$ cat src/rtl/midi_note_envelope_controller_top_defines.svh
// Assertion macros for the MIDI note envelope controller.
// Included by the top level; it needs clk and arst_n in the scope of each use.
`ifndef MIDI_NOTE_ENVELOPE_CONTROLLER_TOP_DEFINES_SVH
`define MIDI_NOTE_ENVELOPE_CONTROLLER_TOP_DEFINES_SVH

`ifndef NO_ASSERTIONS

// A property that must hold at every clock edge outside reset.
`define MNEC_ASSERT(lbl, expr) \
	lbl: assert property (@(posedge clk) disable iff (!arst_n) (expr)) \
		else $error("mnec: assertion failed");

// A condition that must be followed by another in the next cycle.
`define MNEC_ASSERT_NEXT(lbl, ante, cons) \
	lbl: assert property (@(posedge clk) disable iff (!arst_n) (ante) |=> (cons)) \
		else $error("mnec: assertion failed");

`else

`define MNEC_ASSERT(lbl, expr)
`define MNEC_ASSERT_NEXT(lbl, ante, cons)

`endif

`endif

$ cat src/rtl/mnec_pkg.sv
// Shared types and constants of the MIDI note envelope controller.
// No dependencies; used by every module of the block.
package mnec_pkg;

	// Widths that follow from the fixed word fields.
	localparam int VAL_W  = 16;
	localparam int CODE_W = 12;
	localparam int NOTE_W = 7;
	localparam int SEL_W  = 4;
	localparam int STEP_W = 8;

	// Operation codes of an input word.
	typedef enum logic [2:0] {
		OP_MIDI       = 3'd0,
		OP_TICK       = 3'd1,
		OP_LOAD_PITCH = 3'd2,
		OP_LOAD_LEVEL = 3'd3,
		OP_LOAD_ENV   = 3'd4
	} op_t;

	// Configuration register indexes.
	typedef enum logic [2:0] {
		CFG_AMP_ATTACK  = 3'd0,
		CFG_AMP_RELEASE = 3'd1,
		CFG_PITCH_ENV   = 3'd2,
		CFG_ENV_LENGTH  = 3'd3,
		CFG_AMP_LOOP    = 3'd4,
		CFG_PITCH_LOOP  = 3'd5
	} cfg_idx_t;

	// MIDI message the parser is collecting data bytes for.
	typedef enum logic [1:0] {
		MODE_UNKNOWN  = 2'd0,
		MODE_NOTE_ON  = 2'd1,
		MODE_NOTE_OFF = 2'd2
	} mode_t;

	// DAC targets.
	localparam logic TGT_AMP   = 1'b0;
	localparam logic TGT_PITCH = 1'b1;

	// MIDI status nibbles.
	localparam logic [3:0] STATUS_NOTE_OFF = 4'h8;
	localparam logic [3:0] STATUS_NOTE_ON  = 4'h9;

	// Reset values.
	localparam logic [VAL_W-1:0]  LEVEL_RESET   = 16'd35000;
	localparam logic [SEL_W-1:0]  ATTACK_RESET  = 4'd11;
	localparam logic [SEL_W-1:0]  RELEASE_RESET = 4'd12;
	localparam logic [SEL_W-1:0]  PITCH_RESET   = 4'd11;
	localparam logic [STEP_W-1:0] LENGTH_RESET  = 8'd101;

	// Table access request from the sequencer to the table memories.
	typedef struct packed {
		logic              pt_we;
		logic              lt_we;
		logic              env_we;
		logic [NOTE_W-1:0] wr_idx;
		logic [SEL_W-1:0]  wr_sel;
		logic [VAL_W-1:0]  wr_data;
		logic [NOTE_W-1:0] pt_raddr;
		logic [NOTE_W-1:0] lt_raddr;
		logic [SEL_W-1:0]  rd_sel;
		logic [STEP_W-1:0] rd_step;
	} mem_req_t;

endpackage

$ cat src/rtl/mnec_alu.sv
// Shared add and compare unit of the MIDI note envelope controller.
// Depends on mnec_pkg for widths.
module mnec_alu (
	input  logic [mnec_pkg::VAL_W-1:0] a,
	input  logic [mnec_pkg::VAL_W-1:0] b,
	input  logic [mnec_pkg::VAL_W-1:0] c,
	output logic [mnec_pkg::VAL_W-1:0] sum,
	output logic                       ne
);

	// The sum wraps at 16 bits and is compared with the reference value.
	assign sum = a + b;
	assign ne  = (sum != c);

endmodule

$ cat config.mk
export PLATFORM = sky130hd
export DESIGN_NAME = mnec_alu
export DESIGN_NICKNAME = d
export VERILOG_FILES = /design/src/rtl/midi_note_envelope_controller_top_defines.svh /design/src/rtl/mnec_pkg.sv /design/src/rtl/mnec_alu.sv
export SDC_FILE = /design/constraint.sdc
export NUM_CORES = 1
export LEC_CHECK = 0
export ABC_AREA = 1
export BUFFER_PORTS_ARGS = -buffer_cell sky130_fd_sc_hd__buf_2
export CORE_ASPECT_RATIO = 0.7
export CORE_MARGIN = 1.5
export CORE_UTILIZATION = 30
export DETAILED_ROUTE_END_ITERATION = 8
export PLACE_DENSITY_LB_ADDON = 0.2
export RECOVER_POWER = 100
export SLEW_MARGIN = 20
export SYNTH_ARGS = -nofsm -noshare
export SYNTH_HDL_FRONTEND = slang
export SYNTH_SLANG_ARGS = --single-unit
$ cat constraint.sdc
create_clock -name vclk -period 2.8
set_input_delay 0.28 -clock vclk [all_inputs]
set_output_delay 0.28 -clock vclk [all_outputs]
set_load 0.1 [all_outputs]
* After elaboration in Yosys (flattened, before gate mapping)
Cells that the tools add are included.
Word-level totals: word-level logic and storage cells 2, register bits after elaboration 0, input port bits 48
Operators by class: add/subtract/negate cells 1, equal/unequal tests 1
Operators with widths (number):
- 16-bit adder | 1
- 16-bit inequality test | 1

* Logic depth before layout (Yosys ltp)
Gate-level depths: netlist of run 1.
depth in word-level cells 2, depth in mapped cells 15, depth with buffers taken out 15

* Worst setup path before layout of run 1
Ideal clock, no wire load.
path type in2out, from input a[0] in the netlist's numbering, to output ne, stages 12, setup slack -626 ps, buffers on the path 0, arrival 3146 ps, cell sequence ha_1 -> fa_1 -> xnor2_1 -> nand2_1 -> nor2_1 -> nand2_1 -> nor2_1 -> nand2_1 -> nor2_1 -> nand3_1 -> nor2_1 -> nand3_1
Between the ends: word-level cells in the longest chain between the ends 2
RTL lines:
- from (decl) | RTL line mnec_alu.sv:4 | input logic [mnec_pkg::VAL_W-1:0] a,
- 16-bit adder | RTL line mnec_alu.sv:12 | assign sum = a + b;
- named net sum, one bit | RTL line mnec_alu.sv:7 | output logic [mnec_pkg::VAL_W-1:0] sum,
- 16-bit inequality test | RTL line mnec_alu.sv:13 | assign ne = (sum != c);
- to (decl) | RTL line mnec_alu.sv:8 | output logic ne
The timed path passes the listed nets, and every way through them passes these cells.

* Final worst setup path of run 1
from input a[0] in the netlist's numbering, to output ne
Between the ends: word-level cells in the longest chain between the ends 2
RTL lines (RTL line):
- 16-bit adder | mnec_alu.sv:12
- 16-bit inequality test | mnec_alu.sv:13
No other way between the ends.

==> impl_metrics.py, run 1 <==
metrics = {
    "sta": {
        "hold_violations": 0,
        "holdWs_ps": 1180,
        "tightest_slew_ps": 1160,
        "final-max-slew-violation-count": 0,
        "tns_ps": 0,
        "slew_headroom": 0.232,
        "fin_crit_ps": 2620,
        "rsz0062_at_grt": "false",
        "maxClockFrequency_mhz": 382,
        "finalSetupViolations": 0,
        "period_share": 0.936,
    },
    "cts": {
        "post_cts_buffers": 0,
        "postCtsResizedCells": 0,
        "hold_buffers": 0,
    },
    "floorplanning": {
        "die_h_um": 60.9,
        "fp.dieW_um": 85.7,
        "core-area_um2": 4480,
        "initial_utilization": 0.321,
        "rows": 20,
        "die_area_um2": 5220,
        "ioPinCount": 65,
    },
    "placed_design": {
        "dpl_cell_area_um2": 1840,
        "hpwlAfterDp_um": 3780,
        "gp_congestion": 0.806,
        "portBuffers": 65,
    },
    "routing": {
        "first_pass_iters": 4,
        "wire_per_inst_um": 10.3,
        "vias_per_cell": 4.60,
        "ant_nets": 0,
        "drc": 0,
        "routed_wl_um": 4120,
        "vias": 1846,
        "drtIter0Drc": 83,
    },
    "grt": {
        "antenna_found_initial": 0,
        "first_global_vias": 1595,
        "grt_overflow": 0,
        "gr-usage-all-layers": 0.158,
        "grt_max_degree": 9,
        "grt_pass1_wl_um": 6790,
    },
    "cells_and_area": {
        "finalNetCount": 412,
        "seq_area_um2": 0,
        "final_core_utilization": 0.412,
        "final_cell_area_um2": 1840,
        "clock_buffers": 0,
        "seq_cells": 0,
        "area_growth_pct": 28.4,
        "diodes": 0,
        "drive_gt1_frac": 0.254,
    },
    "synth": {
        "synth-simple-area-share": 0.612,
        "synthMuxAreaShare": 0,
        "synth_fp_nets": 345,
        "yosysTopAreaCell": "nand2_1",
        "syn_inst": 281,
        "synthAdderAreaFrac": 0.145,
        "ys_top_cells_by_area": "nand2_1 27%, nand3_1 16%, ha_1 13%",
        "synth_compound_area_frac": 0.0697,
        "yosysSeqAreaShare": 0,
        "yosysMostFrequentCell": "nand2_1",
        "synth_warnings": 0,
        "postSynthAreaPerCell_um2": 5.11,
        "synth_top_family_by_area": "simple AND/OR/NAND/NOR gates",
        "syn-cell-area_um2": 1440,
        "yosys.area.top_type_share": 0.274,
        "synth_cell_type_count": 22,
        "synth_xor_area_frac": 0.0401,
        "yosys-top-cells-count": "105 x nand2_1, 47 x inv_1, 45 x nand3_1, 19 x nor2_1, 15 x ha_1",
    },
    "status": {
        "outcome": "completed",
    },
    "pwr": {
        "p_leak_nw": 1.16,
        "power.density_nw_per_um2": 379,
        "ir_worst_vdd_mv": 0.161,
    },
    "setup_path": {
        "worstSetupStartpointType": "input pin",
        "crit_path_end_kind": "output port",
        "critPathLaunch": "a[0]",
        "worst-path-buf-inv": 2,
        "path_delay_family": "simple AND/OR/NAND/NOR gates",
        "worst_ep_required_time_ps": 2520,
        "worstPathArrival_ps": 2340,
        "worst-setup-path-type": "input pin to output port",
        "crit_path_top_delay_cell": "fa_2",
        "path_cells": "buf_2, ha_1, fa_2, xnor2_1, nand2_1, nor2_1, nand2_1, nor2_1, nand2_1, nor2_1, nand3_1, nor2_2, nand3_4, buf_4",
        "crit_fanout": 2,
        "critPathMaxStageDelay_ps": 540,
    },
    "hold_path": {
        "hold_end": "ne",
        "hp-class": "input pin to output port",
        "min_from": "c[14]",
        "holdPathStages": 6,
    },
    "run": {
        "max_cap_violations": 0,
    },
}
-- worst max path at each step --
stage,to,slack (ps),cells after the start
floorplan,sum[4],6,5
global placement,ne,50,14
detailed placement,ne,60,14
CTS,ne,50,14
global route,ne,9,14
finish,ne,180,14
-- routing by layer --
| layer | up-vias | share of wire | global-route usage | wire, um |
|---|---|---|---|---|
| li1 | 1021 | - | - | - |
| met5 | - | 0 | 0 | 0 |
| met1 | 779 | 0.57 | 0.248 | 2360 |
| met4 | 0 | 0 | 0.00461 | 0 |
| met3 | 0 | 0.046 | 0.00408 | 191 |
| met2 | 46 | 0.38 | 0.254 | 1570 |
-- stage by stage --
step                      cells  worst slack [ps]  power [mW]
after floorplan             281              5.58       0.572
after global placement      401              54.5       0.696
after detailed placement    401              60.5       0.700
after CTS                   401              53.1       0.701
after global routing        401              9.29       0.758
final                       401               180       0.699
-- kinds of logic after synthesis --
family          after synthesis
fa+ha+maj                    16
xor+xnor                      5
compound gates               16
simple gates                195
buf+inv                      49
-- cell type report --
| type | count | area (um^2) |
|---|---|---|
| inverters | 48 | 180 |
| repair buffers | 66 | 330 |
| fillers | 511 | 2640 |
| multi-input cells | 232 | 1260 |
| well taps | 55 | 68.8 |
-- layout by cell type (no fill, tap or decap), drive strengths merged --
| cell | n |
|---|---|
| xnor2 | 3 |
| ha | 15 |
| nor2 | 21 |
| a31oi | 1 |
| nand3 | 51 |
| buf | 50 |
| a21oi | 12 |
| nand3b | 3 |
| clkbuf | 16 |
| and2 | 1 |
| nand2 | 115 |
| inv | 48 |
| fa | 1 |
| nand4 | 4 |
| xor2 | 1 |
| xnor3 | 1 |
| o21ai | 3 |
-- power breakdown --
part	switching, mW	leakage [nW]	internal, mW
sequential	0	0	0
clock	0	0	0
combinational	0.532	1.16	0.168
(Power assumes the default switching activity.)
==> run 2: changes to the inputs <==
--- a/config.mk
+++ b/config.mk
@@ -6,10 +6,10 @@
 export NUM_CORES = 1
 export LEC_CHECK = 0
 export ABC_AREA = 1
-export BUFFER_PORTS_ARGS = -buffer_cell sky130_fd_sc_hd__buf_2
-export CORE_ASPECT_RATIO = 0.7
+export BUFFER_PORTS_ARGS = -buffer_cell sky130_fd_sc_hd__buf_4
+export CORE_ASPECT_RATIO = 0.8
 export CORE_MARGIN = 1.5
-export CORE_UTILIZATION = 30
+export CORE_UTILIZATION = 48
 export DETAILED_ROUTE_END_ITERATION = 8
 export PLACE_DENSITY_LB_ADDON = 0.2
 export RECOVER_POWER = 100
==> run 2 against run 1 <==
Against the previous run: first-iteration DRC count increased by 20%; non-clock buffer count down 1; critical path depth is the same; flip-flop and latch count stayed put; critical endpoint unchanged; combinational power increased by 2%; final cell count fell by 4.5%; maximum frequency down 0.51%.
==> impl_metrics.py, run 2 (synthesized netlist as in run 1, its figures left out) <==
metrics = {
    "status": {
        "outcome": "completed",
    },
    "pwr": {
        "switching_power_mw": 0.526,
        "ir_worst_vdd_mv": 0.263,
        "switching_share": 0.739,
        "pwr-share-seq": 0,
        "intPower_mw": 0.186,
        "power.density_nw_per_um2": 366,
        "pwr-share-comb": 1.000,
        "p_leak_nw": 1.20,
        "p_clk_frac": 0,
    },
    "cells_and_area": {
        "finalNetCount": 411,
        "final_cell_mix": "104 x nand2_1, 48 x buf_4, 47 x inv_1, 44 x nand3_1, 18 x nor2_1",
        "area_growth_pct": 35.5,
        "fill_cells": 301,
        "seq_area_um2": 0,
        "clock_buffers": 0,
        "diodes": 0,
        "final_common_cell": "nand2_1",
        "drive_gt1_frac": 0.255,
        "seq_cells": 0,
        "final_core_utilization": 0.693,
    },
    "sta": {
        "holdWs_ps": 1120,
        "maxClockFrequency_mhz": 380,
        "period_share": 0.941,
        "finalSetupViolations": 0,
        "fin_crit_ps": 2630,
        "rsz0062_at_grt": "false",
        "tightest_slew_ps": 1160,
        "tns_ps": 0,
        "final-max-slew-violation-count": 0,
        "hold_violations": 0,
        "slew_headroom": 0.229,
    },
    "setup_path": {
        "worst_ep_required_time_ps": 2520,
        "worstSetupStartpointType": "input pin",
        "crit_fanout": 4,
        "worst-setup-path-type": "input pin to output port",
        "crit_path_end_kind": "output port",
        "worstPathArrival_ps": 2350,
    },
    "grt": {
        "antenna_found_initial": 0,
        "grt_max_degree": 9,
        "grt_pass1_wl_um": 6440,
        "first_global_vias": 1583,
        "grt_overflow": 0,
        "gr-usage-all-layers": 0.235,
    },
    "placed_design": {
        "portBuffers": 65,
        "hpwlAfterDp_um": 3410,
        "gp_congestion": 0.938,
    },
    "floorplanning": {
        "fp.dieW_um": 64.2,
        "core-area_um2": 2810,
        "initial_utilization": 0.512,
        "ioPinCount": 65,
        "die_h_um": 51.9,
        "die_area_um2": 3330,
        "rows": 17,
    },
    "cts": {
        "postCtsResizedCells": 0,
        "hold_buffers": 0,
        "post_cts_buffers": 0,
    },
    "routing": {
        "wire_per_inst_um": 9.83,
        "drtIter0Drc": 100,
        "first_pass_iters": 4,
        "vias_per_cell": 5.01,
        "ant_nets": 0,
        "drc": 0,
        "routed_wl_um": 3770,
        "vias": 1918,
    },
    "hold_path": {
        "hp-class": "input pin to output port",
    },
    "run": {
        "max_cap_violations": 0,
    },
}
## run 2: cell count changes in the layout (fill, tap and decap cells not counted), sizes merged
cell | before | now
buf | 50 | 49
## run 2: path summary, 6_finish.rpt
path               from  endpoint  slack [ps]  cells after the start
setup / recovery   a[0]        ne         170                     14
hold / removal    c[14]        ne        1120                      6
## run 2: layout make-up
class              instances  area (um^2)  area share
multi-input cells        232         1270       0.653
well taps                 38         47.5      0.0244
repair buffers            65          448       0.230
inverters                 48          180      0.0926
## run 2: worst max-delay path, cell delays in order
cell	delay [ps]
buf_4	110
ha_1	250
fa_2	560
xnor2_1	110
nand2_1	60
nor2_1	110
nand2_1	60
nor2_1	120
nand2_1	80
nor2_1	80
nand3_1	120
nor2_4	150
nand3_4	70
buf_6	190
## run 2: power groups by stage
stage          Sequential, mW  Combinational, mW  Clock, mW
2_1_floorplan               0              0.572          0
5_1_grt                     0              0.771          0
3_3_place_gp                0              0.729          0
4_1_cts                     0              0.735          0
3_5_place_dp                0              0.734          0
6_report                    0              0.712          0
## run 2: through the flow
step | power [mW] | instance area, um^2 | instances | worst slack [ps]
global route | 0.771 | 1950 | 383 | 6.20
finish | 0.712 | 1950 | 383 | 166
detailed placement | 0.734 | 1980 | 383 | 71.7
floorplan | 0.572 | 1450 | 281 | 5.58
CTS | 0.735 | 1980 | 383 | 70.6
global placement | 0.729 | 1980 | 383 | 85.3
## run 2: per-layer routing
| layer | wire (um) | vias to the layer above | global-route usage |
|---|---|---|---|
| met2 | 1640 | 55 | 0.403 |
| met3 | 260 | 0 | 0.0130 |
| met4 | 0 | 0 | 0 |
| li1 | - | 1025 | - |
| met1 | 1870 | 838 | 0.345 |
| met5 | 0 | - | 0 |
